[config.mk]
export PLATFORM = sky130hd
export DESIGN_NAME = fp16_linear_to_srgb8_pixel_unit_flat
export DESIGN_NICKNAME = d
export VERILOG_FILES = /design/src/hdl/fp16srgb_pkg.sv /design/src/hdl/fp16srgb_pix_in_if.sv /design/src/hdl/fp16srgb_pix_out_if.sv /design/src/hdl/fp16_linear_to_srgb8_pixel_unit.sv /design/src/hdl/fp16srgb_chan.sv /design/src/flat_wrapper.sv
export SDC_FILE = /design/constraint.sdc
export NUM_CORES = 2
export LEC_CHECK = 0
export ABC_AREA = 1
export ABC_CLOCK_PERIOD_IN_PS = 14100
export BUFFER_PORTS_ARGS = -buffer_cell sky130_fd_sc_hd__buf_2
export CORE_UTILIZATION = 50
export CTS_CLUSTER_DIAMETER = 60
export DETAILED_ROUTE_END_ITERATION = 10
export PLACE_DENSITY = 0.75
export RECOVER_POWER = 100
export SLEW_MARGIN = 20
export SYNTH_ARGS = -nofsm -noshare
export SYNTH_HDL_FRONTEND = slang
export SYNTH_SLANG_ARGS = --single-unit
[constraint.sdc]
create_clock -name clk_i -period 14.1 [get_ports clk_i]
set_input_delay 0.705 -clock clk_i [delete_from_list [all_inputs] [get_ports clk_i]]
set_output_delay 0.705 -clock clk_i [all_outputs]
set_load 0.005 [all_outputs]
[src/hdl/fp16srgb_pkg.sv]
// Shared widths and constants for the half-float to sRGB8 pixel pipeline.
`default_nettype none

package fp16srgb_pkg;

  // Field widths of a beat
  localparam int HalfW = 16;
  localparam int ByteW = 8;
  localparam int WsW   = 18;

  // binary16 layout
  localparam int MantW    = 10;
  localparam int ExpW     = 5;
  localparam int HalfBias = 15;
  localparam int SigW     = MantW + 1;

  // White scale is Q2.16, unity after reset
  localparam int           WsFracBits = 16;
  localparam logic [WsW-1:0] WsReset  = WsW'(1) << WsFracBits;

  // Linear light precision, default
  localparam int LinFracBitsDef = 16;

  // Product of significand and gain, and the zero padding put under it so
  // that every exponent becomes a right shift of at least one place
  localparam int ProdW    = SigW + WsW;
  localparam int PreShift = 30;
  localparam int PadW     = ProdW + PreShift;
  localparam int RmW      = $clog2(PadW);

  // One code bit is settled per search stage
  localparam int NumSearch = ByteW;
  localparam int NumCodes  = 1 << ByteW;
  localparam int NumStages = 2 + NumSearch;

  localparam logic [ByteW-1:0] AlphaOpaque = '1;

endpackage

`default_nettype wire

[src/hdl/fp16srgb_pix_in_if.sv]
// Input pixel channel: three half-float colour channels and the frame mark.
`default_nettype none

interface fp16srgb_pix_in_if
  import fp16srgb_pkg::*;
();
  logic             valid;
  logic             ready;
  logic [HalfW-1:0] red_half;
  logic [HalfW-1:0] green_half;
  logic [HalfW-1:0] blue_half;
  logic             last_pixel;

  modport source (output valid, red_half, green_half, blue_half, last_pixel,
                  input ready);
  modport sink   (input valid, red_half, green_half, blue_half, last_pixel,
                  output ready);
endinterface

`default_nettype wire

[src/hdl/fp16srgb_pix_out_if.sv]
// Output pixel channel: BGRA bytes and the frame mark.
`default_nettype none

interface fp16srgb_pix_out_if
  import fp16srgb_pkg::*;
();
  logic             valid;
  logic             ready;
  logic [ByteW-1:0] blue_byte;
  logic [ByteW-1:0] green_byte;
  logic [ByteW-1:0] red_byte;
  logic [ByteW-1:0] alpha_byte;
  logic             last_pixel_out;

  modport source (output valid, blue_byte, green_byte, red_byte, alpha_byte,
                  last_pixel_out, input ready);
  modport sink   (input valid, blue_byte, green_byte, red_byte, alpha_byte,
                  last_pixel_out, output ready);
endinterface

`default_nettype wire

[src/hdl/fp16_linear_to_srgb8_pixel_unit.sv]
// Pixel converter: linear scRGB half floats in, 8-bit sRGB BGRA out.
// Throughput: one pixel per cycle while the output is not stalled; the
// eight-stage code search (one bit per stage) and the decode/gain and round
// stages before it form the pipeline.
// Each stage moves on when it is empty or the stage after it moves on.
// Reset clears all stage valid bits and sets the white scale to unity.
`default_nettype none

module fp16_linear_to_srgb8_pixel_unit
  import fp16srgb_pkg::*;
#(
  parameter int LinFracBits = LinFracBitsDef
) (
  input  wire logic                clk_i,
  input  wire logic                rst_ni,
  fp16srgb_pix_in_if.sink          pix_i,
  fp16srgb_pix_out_if.source       pix_o,
  input  wire logic                white_scale_we_i,
  input  wire logic [WsW-1:0]      white_scale_i
);

  // White scale register
  logic [WsW-1:0] ws_q;

  always_ff @(posedge clk_i or negedge rst_ni) begin
    if (!rst_ni) begin
      ws_q <= WsReset;
    end else if (white_scale_we_i) begin
      ws_q <= white_scale_i;
    end
  end

  // Advance each stage when it is empty or its successor advances
  logic [NumStages-1:0] adv;
  logic [NumStages-1:0] vld_q;
  logic [NumStages-1:0] last_q;

  always_comb begin
    adv[NumStages-1] = ~vld_q[NumStages-1] | pix_o.ready;
    for (int i = NumStages - 2; i >= 0; i--) begin
      adv[i] = ~vld_q[i] | adv[i+1];
    end
  end

  assign pix_i.ready = adv[0];

  // Carry valid bits down the pipe
  always_ff @(posedge clk_i or negedge rst_ni) begin
    if (!rst_ni) begin
      vld_q <= '0;
    end else begin
      if (adv[0]) begin
        vld_q[0] <= pix_i.valid;
      end
      for (int i = 1; i < NumStages; i++) begin
        if (adv[i]) begin
          vld_q[i] <= vld_q[i-1];
        end
      end
    end
  end

  // Carry the frame mark alongside
  always_ff @(posedge clk_i) begin
    if (adv[0]) begin
      last_q[0] <= pix_i.last_pixel;
    end
    for (int i = 1; i < NumStages; i++) begin
      if (adv[i]) begin
        last_q[i] <= last_q[i-1];
      end
    end
  end

  // One datapath per colour channel
  logic [ByteW-1:0] red_code;
  logic [ByteW-1:0] green_code;
  logic [ByteW-1:0] blue_code;

  fp16srgb_chan #(.LinFracBits(LinFracBits)) u_red (
    .clk_i         (clk_i),
    .adv_i         (adv),
    .half_i        (pix_i.red_half),
    .white_scale_i (ws_q),
    .code_o        (red_code)
  );

  fp16srgb_chan #(.LinFracBits(LinFracBits)) u_green (
    .clk_i         (clk_i),
    .adv_i         (adv),
    .half_i        (pix_i.green_half),
    .white_scale_i (ws_q),
    .code_o        (green_code)
  );

  fp16srgb_chan #(.LinFracBits(LinFracBits)) u_blue (
    .clk_i         (clk_i),
    .adv_i         (adv),
    .half_i        (pix_i.blue_half),
    .white_scale_i (ws_q),
    .code_o        (blue_code)
  );

  // Output beat
  assign pix_o.valid          = vld_q[NumStages-1];
  assign pix_o.blue_byte      = blue_code;
  assign pix_o.green_byte     = green_code;
  assign pix_o.red_byte       = red_code;
  assign pix_o.alpha_byte     = AlphaOpaque;
  assign pix_o.last_pixel_out = last_q[NumStages-1];

  // An empty output stage never holds back the input
  a_ready_when_drained : assert property (
    @(posedge clk_i) disable iff (!rst_ni)
    !vld_q[NumStages-1] |-> pix_i.ready
  ) else $error("input stalled with an empty output stage");

  // An accepted beat lands in the first stage
  a_accept_enters : assert property (
    @(posedge clk_i) disable iff (!rst_ni)
    (pix_i.valid && pix_i.ready) |=> vld_q[0]
  ) else $error("accepted beat lost at pipeline entry");

  // A taken output with nothing behind it leaves the output empty
  a_output_drains : assert property (
    @(posedge clk_i) disable iff (!rst_ni)
    (pix_o.valid && pix_o.ready && !vld_q[NumStages-2]) |=> !pix_o.valid
  ) else $error("output beat repeated");

  // A beat in the stage before the output moves on when the output is taken
  a_feed_output : assert property (
    @(posedge clk_i) disable iff (!rst_ni)
    (vld_q[NumStages-2] && pix_o.ready) |=> pix_o.valid
  ) else $error("beat lost before the output stage");

endmodule

`default_nettype wire

[src/hdl/fp16srgb_chan.sv]
// Datapath of one colour channel: decode, gain, round to linear, sRGB search.
`default_nettype none

module fp16srgb_chan
  import fp16srgb_pkg::*;
#(
  parameter int LinFracBits = LinFracBitsDef
) (
  input  wire logic                 clk_i,
  input  wire logic [NumStages-1:0] adv_i,
  input  wire logic [HalfW-1:0]     half_i,
  input  wire logic [WsW-1:0]       white_scale_i,
  output      logic [ByteW-1:0]     code_o
);

  localparam int LinW = LinFracBits + 1;
  localparam logic [LinW-1:0] LinOne = LinW'(1) << LinFracBits;
  // Right shift (less one) that brings the padded product to Q1.LinFracBits
  localparam int RBase = PreShift + HalfBias + MantW + WsFracBits - LinFracBits - 1;

  typedef logic [NumCodes-1:0][LinW-1:0] thr_tab_t;

  // Smallest linear value that reaches each code; entry 0 is never used
  function automatic thr_tab_t calc_thr();
    logic [319:0] c12;
    logic [319:0] rhs;
    logic [319:0] lhs;
    logic [63:0]  num;
    thr_tab_t     tab;
    int           lo;
    int           hi;
    int           mid;
    tab = '0;
    c12 = 320'd1;
    for (int i = 0; i < 12; i++) begin
      c12 = c12 * 320'd10761;
    end
    for (int k = 1; k < NumCodes; k++) begin
      if (k <= 10) begin
        // linear segment: lin * 658920 >= (2k - 1) * 100 * 2^F
        num = 64'((2 * k - 1) * 100) << LinFracBits;
        tab[k] = LinW'((num + 64'd658919) / 64'd658920);
      end else begin
        // power segment: lin^5 * 10761^12 >= (40k + 541)^12 * 2^(5F)
        rhs = 320'd1;
        for (int i = 0; i < 12; i++) begin
          rhs = rhs * 320'(40 * k + 541);
        end
        rhs = rhs << (5 * LinFracBits);
        lo = 0;
        hi = 1 << LinFracBits;
        while (lo < hi) begin
          mid = (lo + hi) / 2;
          lhs = 320'(mid);
          lhs = lhs * lhs * lhs * lhs * lhs * c12;
          if (lhs >= rhs) begin
            hi = mid;
          end else begin
            lo = mid + 1;
          end
        end
        tab[k] = LinW'(lo);
      end
    end
    return tab;
  endfunction

  localparam thr_tab_t Thr = calc_thr();

  // Stage 0: decode the half and multiply significand by the gain
  logic             sign;
  logic [ExpW-1:0]  expo;
  logic [MantW-1:0] mant;
  logic             expo_max;
  logic [ExpW-1:0]  expo_eff;
  logic [SigW-1:0]  sig;
  logic [ProdW-1:0] prod_d, prod_q;
  logic [RmW-1:0]   rm1_d, rm1_q;
  logic             zero_d, zero_q;
  logic             inf_d, inf_q;

  assign sign     = half_i[HalfW-1];
  assign expo     = half_i[MantW +: ExpW];
  assign mant     = half_i[MantW-1:0];
  assign expo_max = (expo == '1);
  assign expo_eff = (expo == '0) ? ExpW'(1) : expo;
  assign sig      = {(expo != '0), mant};
  assign prod_d   = ProdW'(sig) * ProdW'(white_scale_i);
  assign rm1_d    = RmW'(RBase) - RmW'(expo_eff);
  assign zero_d   = sign | (expo_max & (mant != '0));
  assign inf_d    = expo_max & ~sign & (mant == '0);

  always_ff @(posedge clk_i) begin
    if (adv_i[0]) begin
      prod_q <= prod_d;
      rm1_q  <= rm1_d;
      zero_q <= zero_d;
      inf_q  <= inf_d;
    end
  end

  // Stage 1: shift, round half up and saturate at one; negative and NaN inputs give zero
  logic [PadW-1:0] padded;
  logic [PadW-1:0] shifted;
  logic [PadW-1:0] rounded;
  logic [LinW-1:0] lin_d;
  logic [NumSearch-1:0][LinW-1:0] lin_q;

  assign padded  = {prod_q, PreShift'(0)};
  assign shifted = padded >> rm1_q;
  assign rounded = (shifted + PadW'(1)) >> 1;

  always_comb begin
    priority if (zero_q) begin
      lin_d = '0;
    end else if (inf_q) begin
      // infinity times a zero gain has no value and reads as black
      lin_d = (prod_q != '0) ? LinOne : '0;
    end else if (rounded > PadW'(LinOne)) begin
      lin_d = LinOne;
    end else begin
      lin_d = rounded[LinW-1:0];
    end
  end

  always_ff @(posedge clk_i) begin
    if (adv_i[1]) begin
      lin_q[0] <= lin_d;
    end
  end

  // Stages 2 onward: settle one code bit per stage, most significant first
  logic [NumSearch-1:0][ByteW-1:0] code_q;

  for (genvar j = 0; j < NumSearch; j++) begin : g_search
    logic [ByteW-1:0] prev;
    logic [ByteW-1:0] cand;
    logic [ByteW-1:0] code_d;

    if (j == 0) begin : g_first
      assign prev = '0;
    end else begin : g_next
      assign prev = code_q[j-1];
    end

    assign cand   = prev | (ByteW'(1) << (NumSearch - 1 - j));
    assign code_d = (lin_q[j] >= Thr[cand]) ? cand : prev;

    always_ff @(posedge clk_i) begin
      if (adv_i[2+j]) begin
        code_q[j] <= code_d;
      end
    end

    if (j < NumSearch - 1) begin : g_pass
      always_ff @(posedge clk_i) begin
        if (adv_i[2+j]) begin
          lin_q[j+1] <= lin_q[j];
        end
      end
    end
  end

  assign code_o = code_q[NumSearch-1];

endmodule

`default_nettype wire
[src/flat_wrapper.sv]
// flat-port wrapper written by rule: the top's interface ports become plain ports
module fp16_linear_to_srgb8_pixel_unit_flat import fp16srgb_pkg::*;
#(
  parameter int LinFracBits = LinFracBitsDef
)
  (clk_i, rst_ni, white_scale_we_i, white_scale_i, pix_i_valid, pix_i_red_half, pix_i_green_half, pix_i_blue_half, pix_i_last_pixel, pix_i_ready, pix_o_valid, pix_o_blue_byte, pix_o_green_byte, pix_o_red_byte, pix_o_alpha_byte, pix_o_last_pixel_out, pix_o_ready);
  fp16srgb_pix_in_if pix_i_i ();
  fp16srgb_pix_out_if pix_o_i ();
  input  wire logic clk_i;
  input  wire logic rst_ni;
  input  wire logic white_scale_we_i;
  input  wire logic [WsW-1:0] white_scale_i;
  input wire logic [$bits(pix_i_i.valid)-1:0] pix_i_valid;
  input wire logic [$bits(pix_i_i.red_half)-1:0] pix_i_red_half;
  input wire logic [$bits(pix_i_i.green_half)-1:0] pix_i_green_half;
  input wire logic [$bits(pix_i_i.blue_half)-1:0] pix_i_blue_half;
  input wire logic [$bits(pix_i_i.last_pixel)-1:0] pix_i_last_pixel;
  output wire logic [$bits(pix_i_i.ready)-1:0] pix_i_ready;
  output wire logic [$bits(pix_o_i.valid)-1:0] pix_o_valid;
  output wire logic [$bits(pix_o_i.blue_byte)-1:0] pix_o_blue_byte;
  output wire logic [$bits(pix_o_i.green_byte)-1:0] pix_o_green_byte;
  output wire logic [$bits(pix_o_i.red_byte)-1:0] pix_o_red_byte;
  output wire logic [$bits(pix_o_i.alpha_byte)-1:0] pix_o_alpha_byte;
  output wire logic [$bits(pix_o_i.last_pixel_out)-1:0] pix_o_last_pixel_out;
  input wire logic [$bits(pix_o_i.ready)-1:0] pix_o_ready;
  assign pix_i_i.valid = pix_i_valid;
  assign pix_i_i.red_half = pix_i_red_half;
  assign pix_i_i.green_half = pix_i_green_half;
  assign pix_i_i.blue_half = pix_i_blue_half;
  assign pix_i_i.last_pixel = pix_i_last_pixel;
  assign pix_i_ready = pix_i_i.ready;
  assign pix_o_valid = pix_o_i.valid;
  assign pix_o_blue_byte = pix_o_i.blue_byte;
  assign pix_o_green_byte = pix_o_i.green_byte;
  assign pix_o_red_byte = pix_o_i.red_byte;
  assign pix_o_alpha_byte = pix_o_i.alpha_byte;
  assign pix_o_last_pixel_out = pix_o_i.last_pixel_out;
  assign pix_o_i.ready = pix_o_ready;
  fp16_linear_to_srgb8_pixel_unit #(.LinFracBits(LinFracBits)) u_core (.clk_i(clk_i), .rst_ni(rst_ni), .pix_i(pix_i_i), .pix_o(pix_o_i), .white_scale_we_i(white_scale_we_i), .white_scale_i(white_scale_i));
endmodule
Word level (Yosys, flattened, before mapping):

Memories as Yosys holds them, arrays and structs flattened. A register that Yosys moved wholly into a read port is not among the register bits.
Index checks and enable logic that the tools add are counted.

* bits in registers: 749
* bits in read-only memories: 45696
* input port bits: 72
* memories: 21

* add/sub/neg operators: 6
* multipliers: 3
* $lt $le $gt $ge: 48
* eq/ne operators: 3
* shift-type cells: 3
* muxes and demuxes: 39
* bitwise operators: 35
* reductions and logical operators: 15

Memory list
* (name not given): words 128, width 17, read ports 1, clocked after Yosys merged registers in 0, wr ports 0, RTL line fp16srgb_chan.sv:147 `assign code_d = (lin_q[j] >= Thr[cand]) ? cand : prev;`
* (name not given): words 128, width 17, read ports 1, clocked after Yosys merged registers in 0, wr ports 0, RTL line fp16srgb_chan.sv:147
* (name not given): words 128, width 17, read ports 1, clocked after Yosys merged registers in 0, wr ports 0, RTL line fp16srgb_chan.sv:147
* (name not given): words 128, width 17, read ports 1, clocked after Yosys merged registers in 0, wr ports 0, RTL line fp16srgb_chan.sv:147
* (name not given): words 128, width 17, read ports 1, clocked after Yosys merged registers in 0, wr ports 0, RTL line fp16srgb_chan.sv:147
* (name not given): words 128, width 17, read ports 1, clocked after Yosys merged registers in 1, wr ports 0, RTL line fp16srgb_chan.sv:147
* +15 memories

Operator list (count)
* two-way mux 17 bit: 30
* greater-or-equal comparator 17 bit: 21
* < comparator 8 x 9 -> 1 bit, second input constant: 21
* adder 59 x 1 -> 59 bit, second input constant: 3
* >> shifter 59 x 6 -> 59 bit: 3
* greater-than comparator 58 x 17 -> 1 bit, second input constant: 3
* multiplier 11 x 18 -> 29 bit: 3
* nonzero test 29 bit: 3
* greater-or-equal comparator 17 x 14 -> 1 bit, second input constant: 3
* logical NOT 10 bit: 3
* nonzero test 10 bit: 3
* two-way mux 8 bit: 3
* two-way mux 7 bit: 3
* subtractor 6 x 5 -> 6 bit, first input constant: 3
* == test 5 bit, second input constant: 3
* logical NOT 5 bit: 3
* two-way mux 5 bit: 3
* nonzero test 5 bit: 3
* inverter 1 bit: 13
* OR 1 bit: 13
* AND 1 bit: 9

Logic depth before layout (Yosys ltp):

* depth in word-level cells: 11
* depth in mapped cells: 31

By module:

From an unflattened synthesis, not the netlist that was laid out.

* cells, all modules: 9289
* area, all modules: 71443.5 µm²

By module, submodules not included
* fp16srgb_chan (u_core.u_green): instances 1, cells an instance 3058, area an instance 23416.2 µm², seq. area each 6316.1 µm²
* fp16srgb_chan (u_core.u_red): instances 1, cells an instance 3093, area an instance 23369.9 µm², seq. area each 6316.1 µm²
* fp16srgb_chan (u_core.u_blue): instances 1, cells an instance 3039, area an instance 23197.2 µm², seq. area each 6316.1 µm²
* fp16_linear_to_srgb8_pixel_unit: instances 1, cells an instance 99, area an instance 1460.2 µm², seq. area each 1002.2 µm²

Worst setup path after synthesis:

No wires, ideal clock.

* kind: input -> output
* start: input pix_o_ready
* end: output pix_i_ready
* data arrival time: 13.928 ns
* slack: -0.533 ns
* stages: 18
* cells stage by stage: nor2_1 inv_1 nor2_1 inv_1 nor2_1 inv_1 nor2_1 inv_1 nor2_1 inv_1 nor2_1 inv_1 nor2_1 inv_1 nor2_1 inv_1 nor2_1 nand2_1

* cells in the longest elaborated chain, start to end: 10

RTL lines
* start, declared: RTL line flat_wrapper.sv:25 `input wire logic [$bits(pix_o_i.ready)-1:0] pix_o_ready;`
* OR 1 bit: RTL line fp16_linear_to_srgb8_pixel_unit.sv:39 `adv[NumStages-1] = ~vld_q[NumStages-1] | pix_o.ready;`
* via u_core.adv[9]: RTL line fp16_linear_to_srgb8_pixel_unit.sv:34 `logic [NumStages-1:0] adv;`
* OR 1 bit: RTL line fp16_linear_to_srgb8_pixel_unit.sv:41 `adv[i] = ~vld_q[i] | adv[i+1];`
* via u_core.adv[8]: RTL line fp16_linear_to_srgb8_pixel_unit.sv:34
* OR 1 bit: RTL line fp16_linear_to_srgb8_pixel_unit.sv:41
* via u_core.adv[7]: RTL line fp16_linear_to_srgb8_pixel_unit.sv:34
* OR 1 bit: RTL line fp16_linear_to_srgb8_pixel_unit.sv:41
* via u_core.adv[6]: RTL line fp16_linear_to_srgb8_pixel_unit.sv:34
* OR 1 bit: RTL line fp16_linear_to_srgb8_pixel_unit.sv:41
* via u_core.adv[5]: RTL line fp16_linear_to_srgb8_pixel_unit.sv:34
* OR 1 bit: RTL line fp16_linear_to_srgb8_pixel_unit.sv:41
* via u_core.adv[4]: RTL line fp16_linear_to_srgb8_pixel_unit.sv:34
* OR 1 bit: RTL line fp16_linear_to_srgb8_pixel_unit.sv:41
* via u_core.adv[3]: RTL line fp16_linear_to_srgb8_pixel_unit.sv:34
* OR 1 bit (3 in a row): RTL line fp16_linear_to_srgb8_pixel_unit.sv:41
* end, declared: RTL line flat_wrapper.sv:18 `output wire logic [$bits(pix_i_i.ready)-1:0] pix_i_ready;`

The timed path passes the listed nets, and every way through them passes these cells.

Final worst setup path:

* start: register u_core.vld_q[9]
* end: register u_core.u_red.lin_q[4] in the netlist's numbering, enable pin

* cells in the longest elaborated chain, start to end: 10

RTL lines
* start, declared: RTL line fp16_linear_to_srgb8_pixel_unit.sv:35 `logic [NumStages-1:0] vld_q;`
* start signal, assigned by index: RTL line fp16_linear_to_srgb8_pixel_unit.sv:57 `vld_q[i] <= vld_q[i-1];`
* inverter 1 bit: RTL line fp16_linear_to_srgb8_pixel_unit.sv:39
* OR 1 bit: RTL line fp16_linear_to_srgb8_pixel_unit.sv:39
* via u_core.adv[9]: RTL line fp16_linear_to_srgb8_pixel_unit.sv:34
* OR 1 bit: RTL line fp16_linear_to_srgb8_pixel_unit.sv:41
* via u_core.adv[8]: RTL line fp16_linear_to_srgb8_pixel_unit.sv:34
* OR 1 bit: RTL line fp16_linear_to_srgb8_pixel_unit.sv:41
* via u_core.adv[7]: RTL line fp16_linear_to_srgb8_pixel_unit.sv:34
* OR 1 bit: RTL line fp16_linear_to_srgb8_pixel_unit.sv:41
* via u_core.adv[6]: RTL line fp16_linear_to_srgb8_pixel_unit.sv:34
* OR 1 bit: RTL line fp16_linear_to_srgb8_pixel_unit.sv:41
* via u_core.adv[5]: RTL line fp16_linear_to_srgb8_pixel_unit.sv:34
* OR 1 bit: RTL line fp16_linear_to_srgb8_pixel_unit.sv:41
* via u_core.adv[4]: RTL line fp16_linear_to_srgb8_pixel_unit.sv:34
* OR 1 bit: RTL line fp16_linear_to_srgb8_pixel_unit.sv:41
* via u_core.adv[3]: RTL line fp16_linear_to_srgb8_pixel_unit.sv:34
* OR 1 bit (2 in a row): RTL line fp16_linear_to_srgb8_pixel_unit.sv:41
* via u_core.adv[1]: RTL line fp16_linear_to_srgb8_pixel_unit.sv:34
* end, declared: RTL line fp16srgb_chan.sv:107 `logic [NumSearch-1:0][LinW-1:0] lin_q;`

The timed path passes the listed nets, and every way through them passes these cells.
A chain may end at the register's enable or synchronous reset.

==> run metrics <==
synth unique cells 72; max-slew violations 685; Routed Antenna Nets 0; layout cells sized above 1 under 10%; row count 137; most numerous cell on the critical path nor2_1; total leakage power ~36 nW; largest net degree at the start of global routing 76; outcome complete, but fails checks; DP Wirelength 154000 um; hold endpoint u_core.ws_q[14]$_DFFE_PN0P_; CTS tree yes; drt pass-1 iters 9; Vias 63300; global-route wire length before repair between 300000 and 400000 um; slowest cell on the critical path clkbuf_1; critical path class flip-flop to flip-flop; Worst Setup End Kind flip-flop; hold_ws between 200 and 250 ps; post-placement cell area a little over 70000 sq um; Largest stage delay, worst path ~2800 ps; total setup buffers inserted after CTS 0; critical path data arrival time approximately 10000 ps; number of hold violations in the final report 0; Setup-failing EPs final 0; Worst R2R Path Depth 24; RSZ-0062 raised after global routing no; initial drt markers slightly below 7000; die height around 380 um; GR Util All Layers roughly 28%; Placed Cells roughly 11000; RD Place Congestion roughly 1; Hold Crit Class primary input to flip-flop; reg2reg start u_core.vld_q[9]$_DFFE_PN0P_; hold_sp white_scale_i[14]; Slew HR -164%; highest clock rate about 100 MHz; initial antenna violation count 12; post-DR wirelength/cell 18.3 um; Clock Pin Slew Worst Setup and Hold Paths around 50 ps; nets@finish between 10000 and 15000; initial core utilization between 50% and 60%; Die W around 380 um; Post-synth ARST share approximately 4.2%; filler instances around 13000; Worst Path Buf+Inv 15; final instance area between 70000 and 80000 sq um; die area 142000 sq um; critical path launch point type flip-flop; post-synthesis instance total 9102; Post-synth EDFFs 637; P per Cell Area roughly 210 nW/um^2; R2R setup slack between 4000 and 5000 ps; worst-skew pair later-pin latency about 700 ps; CP delay by family, top buffers and inverters; cts repair resizes 0; CTS H-tree depth 3; grt ovf 0; Clock Skew 65.9 ps; Final min period between 9000 and 10000 ps; Core ar. approximately 140000 sq um; Root Buffer clkbuf_16; violated checks max-capacitance violations, max-slew violations; #FFs+latches synth 671; via/cell ratio 5.81; Non-Filler Instances between 10000 and 15000; setup ws final 4320 ps; Max Cap Viol 17; num ports 107; Hold Path Cell Cnt 2; drt drc 0; worst slew pin tran between 3000 and 4000 ps; count of hold-fix buffers inserted at cts 0; Crit Path Max Fanout 75; CTS Buf Count 82; Worst IR Drop VDD 239 uV; Cell Area, Synth about 70000 sq um; Synth Flop Type edfxtp_1; FF-to-FF End u_core.u_red.lin_q[4]$_SDFFCE_PP0P_; Setup WS pre-CTS around 6400 ps; number of clock sinks 671; Mean Syn Cell Area around 7.7 sq um; worst-path cell chain inv_1 -> nor2_1 -> inv_1 -> nor2_1 -> clkinv_1 -> clkbuf_1 -> nor2_1 -> clkinv_1 -> buf_4 -> nor2_1 -> clkinv_1 -> nor2_1 -> clkinv_1 -> nor2_1 -> clkinv_1 -> buf_4 -> nor2_1 -> clkinv_1 -> buf_4 -> nor2_1 -> clkinv_1 -> nor2_1 -> inv_1 -> clkbuf_1; Synth warnings 0; CTS Buffer Depth 3; I/O Buffers 98; Final Cycle Share slightly below 70%; vias in the first global route about 61000; Area growth, synth to finish 6.09%; TNS Setup 0 ps; final wirelength 200000 um; sequential area share after synthesis between 20 and 30%; CP Data Required Time 14350 ps
-- flip-flops by register name, summed over array words and instances (netlist names), 6 cells and up, named ones only --
name                          flops
u_core.last_q                    10
u_core.u_blue.code_o              8
u_core.u_blue.g_search.prev      28
u_core.u_blue.lin_q             136
u_core.u_blue.prod_q             29
u_core.u_blue.rm1_q               6
u_core.u_green.code_o             8
u_core.u_green.g_search.prev     28
u_core.u_green.lin_q            136
u_core.u_green.prod_q            29
u_core.u_green.rm1_q              6
u_core.u_red.code_o               8
u_core.u_red.g_search.prev       28
u_core.u_red.lin_q              136
u_core.u_red.prod_q              29
u_core.u_red.rm1_q                6
u_core.vld_q                     10
u_core.ws_q                      18
-- worst max path at each step --
stage / start / slack [ps] / end / cells after the start
after detailed placement: pix_o_ready / 6440 / u_core.u_red.rm1_q[5]$_DFFE_PP_ / 25
after CTS: u_core.vld_q[9]$_DFFE_PN0P_ / 6800 / u_core.u_red.prod_q[4]$_DFFE_PP_ / 25
after global placement: pix_o_ready / 6540 / u_core.u_red.rm1_q[3]$_DFFE_PP_ / 25
after global routing: u_core.vld_q[9]$_DFFE_PN0P_ / 3210 / u_core.u_blue.lin_q[3]$_SDFFCE_PP0P_ / 24
after floorplan: pix_o_ready / 460 / pix_i_ready / 18
final: u_core.vld_q[9]$_DFFE_PN0P_ / 4320 / u_core.u_red.lin_q[4]$_SDFFCE_PP0P_ / 24
-- Yosys cell counts (all sizes together), types with 12 or more instances --
cell type | number | area share (%)
a2111oi | 12 | 0.15
a211oi | 36 | 0.39
a21o | 17 | 0.18
a21oi | 364 | 2.6
a221oi | 16 | 0.20
a22oi | 19 | 0.20
a311oi | 13 | 0.16
a31oi | 60 | 0.53
buf | 139 | 1.1
clkbuf | 272 | 1.5
clkinv | 23 | 0.12
dfrtp | 27 | 0.96
edfxtp | 637 | 27
fa | 429 | 12
ha | 637 | 11
inv | 1387 | 7.4
mux2 | 18 | 0.29
nand2 | 2118 | 11
nand3 | 922 | 6.7
nand4 | 65 | 0.58
nor2 | 807 | 4.6
nor3 | 86 | 0.62
nor4 | 48 | 0.43
o2111ai | 15 | 0.19
o211ai | 72 | 0.77
o21ai | 450 | 3.2
o221ai | 34 | 0.42
o22ai | 42 | 0.37
o311ai | 48 | 0.60
o31ai | 25 | 0.27
o32ai | 12 | 0.15
or2 | 20 | 0.18
xnor2 | 43 | 0.54
xor2 | 82 | 1.0
-- routing by layer --
metal / track usage [%] / part of all wire, % / up-vias
met5: 0 / 0.023 / -
met4: 10.3 / 3.6 / 10
met3: 3.89 / 7.6 / 526
met2: 47.2 / 48 / 2947
met1: 36.4 / 41 / 29900
li1: - / - / 29900
-- area by class of cell --
type | count | area [sq um] | area share, %
multi-input combinational | 6617 | 43200 | 58.0
inverter | 1410 | 5290 | 7.11
tap | 1876 | 2350 | 3.15
timing repair buffer | 174 | 941 | 1.26
clock buffer | 102 | 2250 | 3.02
antenna | 5 | 12.5 | 0.0168
sequential | 671 | 20000 | 26.8
clock inverter | 49 | 512 | 0.687
-- cell usage in the layout (no fill, tap or decap), types with 45 or more instances in the layout --
cell | netlist | routed
inv_1 | 1354 | 1350
xor2_1 | 81 | 81
buf_2 | 60 | 67
ha_1 | 637 | 637
clkbuf_16 | 0 | 86
nor3_1 | 85 | 85
nor2_2 | 52 | 45
clkbuf_1 | 272 | 72
fa_1 | 429 | 429
nor2_1 | 744 | 752
edfxtp_1 | 637 | 637
nand4_1 | 65 | 65
a31oi_1 | 60 | 60
o21ai_0 | 429 | 429
a21oi_1 | 363 | 363
nand3_1 | 914 | 917
o211ai_1 | 72 | 72
o311ai_0 | 48 | 48
nor4_1 | 48 | 48
buf_4 | 13 | 45
nand2_1 | 2094 | 2093
-- power by group --
part | internal [mW] | switching, mW | total, mW | leakage [nW]
clock network | 1.21 | 0.888 | 2.10 | 1.33
logic | 3.72 | 6.13 | 9.85 | 27.3
registers | 3.35 | 0.603 | 3.95 | 6.96
total | 8.28 | 7.62 | 15.9 | 35.6
-- cells by family after synthesis --
group           after synthesis  synth area share (%)
other cells                   1               0.00534
buf+inv                    1821                  10.1
compound gates             1304                  11.2
simple gates               4096                  24.8
mux                          18                 0.289
flops                       671                  28.4
fa+ha+maj                  1066                  23.6
xor+xnor                    125                  1.57
-- through the flow --
| stage | power (mW) | util, % |
|---|---|---|
| after CTS | 15.9 | 53.5 |
| after global placement | 13.4 | 51.6 |
| after global routing | 17.5 | 53.4 |
| after detailed placement | 13.7 | 51.6 |
| after floorplan | 11.2 | - |
| final | 15.9 | 53.4 |
Power figures use the tool's default switching activity.
